### src/sv/fee_pkg.sv
// Package: types and constants for the flash EEPROM emulation block.
package fee_pkg;

  localparam int EepromBytes = 1024;
  localparam int PageWords = 2048;
  localparam int HwCount = (EepromBytes + 1) / 2;
  localparam int HwIdxW = $clog2(HwCount);
  localparam int PtrW = $clog2(PageWords + 1);
  localparam int WordW = $clog2(PageWords);
  localparam int FlashAw = $clog2(2 * PageWords);
  localparam logic [31:0] FlashErased = 32'hFFFF_FFFF;
  localparam logic [31:0] FlashReceiving = 32'hEEEE_EEEE;
  localparam logic [31:0] FlashValid = 32'h0000_0000;

  localparam logic [1:0] StatusOk = 2'd0;
  localparam logic [1:0] StatusRange = 2'd1;
  localparam logic [1:0] StatusSame = 2'd2;

  typedef struct packed {
    logic mode;
    logic [15:0] byte_address;
    logic [7:0] write_data;
    logic last_in_block;
  } in_t;

  typedef struct packed {
    logic [7:0] read_data;
    logic [1:0] status;
    logic page_swapped;
    logic active_page_out;
  } out_t;

  typedef struct packed {
    logic in_range;
    logic mode;
    logic [HwIdxW-1:0] idx;
    logic odd;
    logic [7:0] wdata;
  } cmd_t;

endpackage

### src/sv/fee_front.sv
// Front end: accept transfers, classify and queue commands.
module fee_front (
  input  logic          clk,
  input  logic          rst,
  input  fee_pkg::in_t  in_data,
  input  logic          in_valid,
  output logic          in_ready,
  output fee_pkg::cmd_t cmd,
  output logic          cmd_valid,
  input  logic          cmd_ready
);
  import fee_pkg::*;
  cmd_t q [2];
  logic wp, rp;
  logic [1:0] cnt;
  logic push, pop;
  cmd_t c;

  assign in_ready = cnt != 2'd2;
  assign cmd_valid = cnt != 2'd0;
  assign cmd = q[rp];
  assign push = in_valid && in_ready;
  assign pop = cmd_valid && cmd_ready;

  always_comb begin
    c.in_range = {16'd0, in_data.byte_address} < 32'(EepromBytes);
    c.mode = in_data.mode;
    c.idx = in_data.byte_address[HwIdxW:1];
    c.odd = in_data.byte_address[0];
    c.wdata = in_data.write_data;
  end

  always_ff @(posedge clk) begin
    if (rst) begin
      wp <= 1'b0;
      rp <= 1'b0;
      cnt <= 2'd0;
    end else begin
      if (push) begin
        q[wp] <= c;
        wp <= ~wp;
      end
      if (pop) rp <= ~rp;
      cnt <= cnt + {1'b0, push} - {1'b0, pop};
    end
  end
endmodule

### config.mk
export PLATFORM = sky130hd
export DESIGN_NAME = fee_front
export DESIGN_NICKNAME = d
export VERILOG_FILES = /design/src/sv/fee_pkg.sv /design/src/sv/fee_front.sv
export SDC_FILE = /design/constraint.sdc
export NUM_CORES = 1
export LEC_CHECK = 0
export ABC_CLOCK_PERIOD_IN_PS = 3600
export BUFFER_PORTS_ARGS = -buffer_cell sky130_fd_sc_hd__buf_2
export CORE_UTILIZATION = 50
export CTS_CLUSTER_DIAMETER = 80
export CTS_CLUSTER_SIZE = 24
export DETAILED_ROUTE_END_ITERATION = 7
export PLACE_DENSITY_LB_ADDON = 0.1
export SYNTH_ARGS = -nofsm -noshare
export SYNTH_HDL_FRONTEND = slang
export SYNTH_SLANG_ARGS = --single-unit
### constraint.sdc
create_clock -name clk -period 3.6 [get_ports clk]
set_input_delay 0.18 -clock clk [delete_from_list [all_inputs] [get_ports clk]]
set_output_delay 0.18 -clock clk [all_outputs]
set_load 0.02 [all_outputs]
==> metrics <==
Synth cell types 19; startpoint types flip-flop; Worst-path clk slew between 0.1 and 0.15 ns; post-route setup slack roughly 1.6 ns; WP buf/inv 1; Least-Margin Pin Slew about 0.87 ns; TritonCTS clock tree yes; Reg area around 1300 um2; All-Layer GR Usage 0.156; Multi-input gate area a little under 400 um2; Initial DRC Count 21; die area 3620 um2; Slowest Stage Delay on Critical Path ~0.91 ns; CTS resizes 0; final wirelength 2630 um; CP Cell Sequence mux2_2 -> buf_2; number of cells on the critical path 2; drt pass-1 iters 4; P_sw around 0.00037 W; commonest non-fill, non-tap cells in the layout buf_2 (50), edfxtp_1 (40), mux2_2 (20), dlygate4sd3_1 (14); first-pass GRT wire length between 3000 and 4000 um; nets between 150 and 200; Die H 60.2 um; # IOs between 50 and 60; post-place setup slack between 1.5 and 2 ns; Initial Util 0.541; status completed; number of routed nets with antenna violations 0; Die W around 60 um; Placer Congestion between 0.6 and 0.7; fill cell count between 200 and 250; Largest delay share family, worst path flip-flops; Yosys warning count 0; number of global-route vias before repair between 800 and 900; total negative slack 0 ns; crit path max fanout 20; RSZ-0062 raised after global routing false; number of port buffers 50; CP endpoint kind primary output; Syn Nets 120; layout cell share with drive strength beyond 1 0.531; Sw Ratio 0.298; Pwr Total between 0.001 and 0.0015 W; power density cells 564 nW/um2; P_leak about 0.85 nW; cells on worst reg2reg path 4; HP Class in -> reg; crit path kind reg -> out; Critical Path RT 3.42 ns; row count 20; max cap viols 0; CTS Root Cell clkbuf_4; CP max stage cell dfxtp_1; final setup violation count 0; vias 963; min Tclk post-route 2.01 ns; Post-Syn Instances 88; syn avg cell area about 19 um2; Worst VDD drop about 0.33 mV; arrival time worst endpoint roughly 1.8 ns; total congestion overflow 0; depth of the worst hold-timing path 1; Clk Latency, worst-skew pair between 0.3 and 0.4 ns; HPWL after DPL 1810 um; CTS Buf Count 5; post-synthesis sequential area ratio 0.769; DR vias/cell approximately 4.7; commonest non-fill, non-tap cell in the layout buf_2; # hold bufs at CTS 3; area growth from synthesis to layout 30.3%; flops & latches, synth 45; Core Util, Final 0.704; number of diodes 0; total core area around 3100 um2; fmax ~500 MHz; largest net degree at the start of global routing 21; Wirelength per Cell between 10 and 15 um; clock network power share 0.175; sequential power share 0.541; initial antenna violation count 0; Layout Skew slightly below 0.01 ns; clock sinks between 40 and 50; Final Max Slew Viols 0; Post-CTS Setup Bufs 0; min-delay src in_data[3]; Reg-to-Reg Start cnt[0]$_SDFF_PP0_; Comb power frac 0.284; Worst slew margin 0.422; fin crit share 0.558; H-tree Lvls 2; Pint about 0.00087 W; Hold Violations, Final 0; Post-Syn Area approximately 1700 um2; CTS max path bufs 2; Remaining DRCs 0
[registers in the layout, summed over array words and instances, names as in the netlist, named ones only]
name,flops
wp,1
cnt,2
q,40
rp,1
[per-layer routing]
metal  GRT usage  vias up  wire, um
met5           0        -         0
li1            -      475         -
met2       0.278       39      1390
met3      0.0693        2       185
met4      0.0598        0        12
met1       0.159      447      1040
[power by group through the flow]
stage | logic, W | clock network (W) | registers, W
final | 0.000352 | 0.000218 | 0.000672
after global routing | 0.000381 | 0.000252 | 0.000682
after global placement | 0.000335 | 0 | 0.000682
after CTS | 0.000348 | 0.000227 | 0.000675
after floorplan | 0.000268 | 0 | 0.000654
after detailed placement | 0.000344 | 0 | 0.000686
[metrics by stage]
stage               cells  instance area, um2  hold slack, ns
detailed placement    182                2010           0.374
floorplan              88                1690           0.252
finish                204                2200          0.0197
global placement      182                2010           0.369
CTS                   193                2090         0.00136
global route          204                2200        0.000868
[final cells by class]
class	instances	area share
Clock buffer	6	0.0187
Clock inverter	2	0.00454
Inverter	1	0.00170
Multi-Input combinational cell	40	0.175
Sequential cell	45	0.591
Tap cell	44	0.0250
Timing Repair Buffer	66	0.184
[final timing paths]
path                            slack (ns)                 end
worst max-delay path                  1.59              cmd[5]
worst min-delay path                  0.02   q[0][2]$_DFFE_PP_
worst max register to register        1.72  q[1][14]$_DFFE_PP_
worst min register to register        0.53     rp$_SDFFE_PP0P_
[cell families after synthesis]
logic type,count (synthesis),synth area share
and+or+nand+nor,13,0.0459
DFF,45,0.769
muxes,21,0.142
xor gates and xnor gates,3,0.0155
adders and majority gates,2,0.0148
AOI/OAI and AO/OA,1,0.00444
buffers and inverters,3,0.00813
[synth_stat cells]
cell type	count	area share
dfxtp_1	5	0.059
nor2b_1	2	0.0074
nand2_1	1	0.0022
or2_2	1	0.0037
edfxtp_1	40	0.71
buf_2	2	0.0059
nor3b_1	1	0.0044
nand2b_1	1	0.0037
mux2_4	1	0.0089
inv_1	1	0.0022
ha_1	2	0.015
mux2_2	20	0.13
nor3_1	1	0.0030
nor2_1	4	0.0089
xor2_1	1	0.0052
o21a_1	1	0.0044
or4_4	1	0.0067
xnor2_1	2	0.010
nor3_2	1	0.0059
No activity file was read; power rests on OpenSTA's default activity.
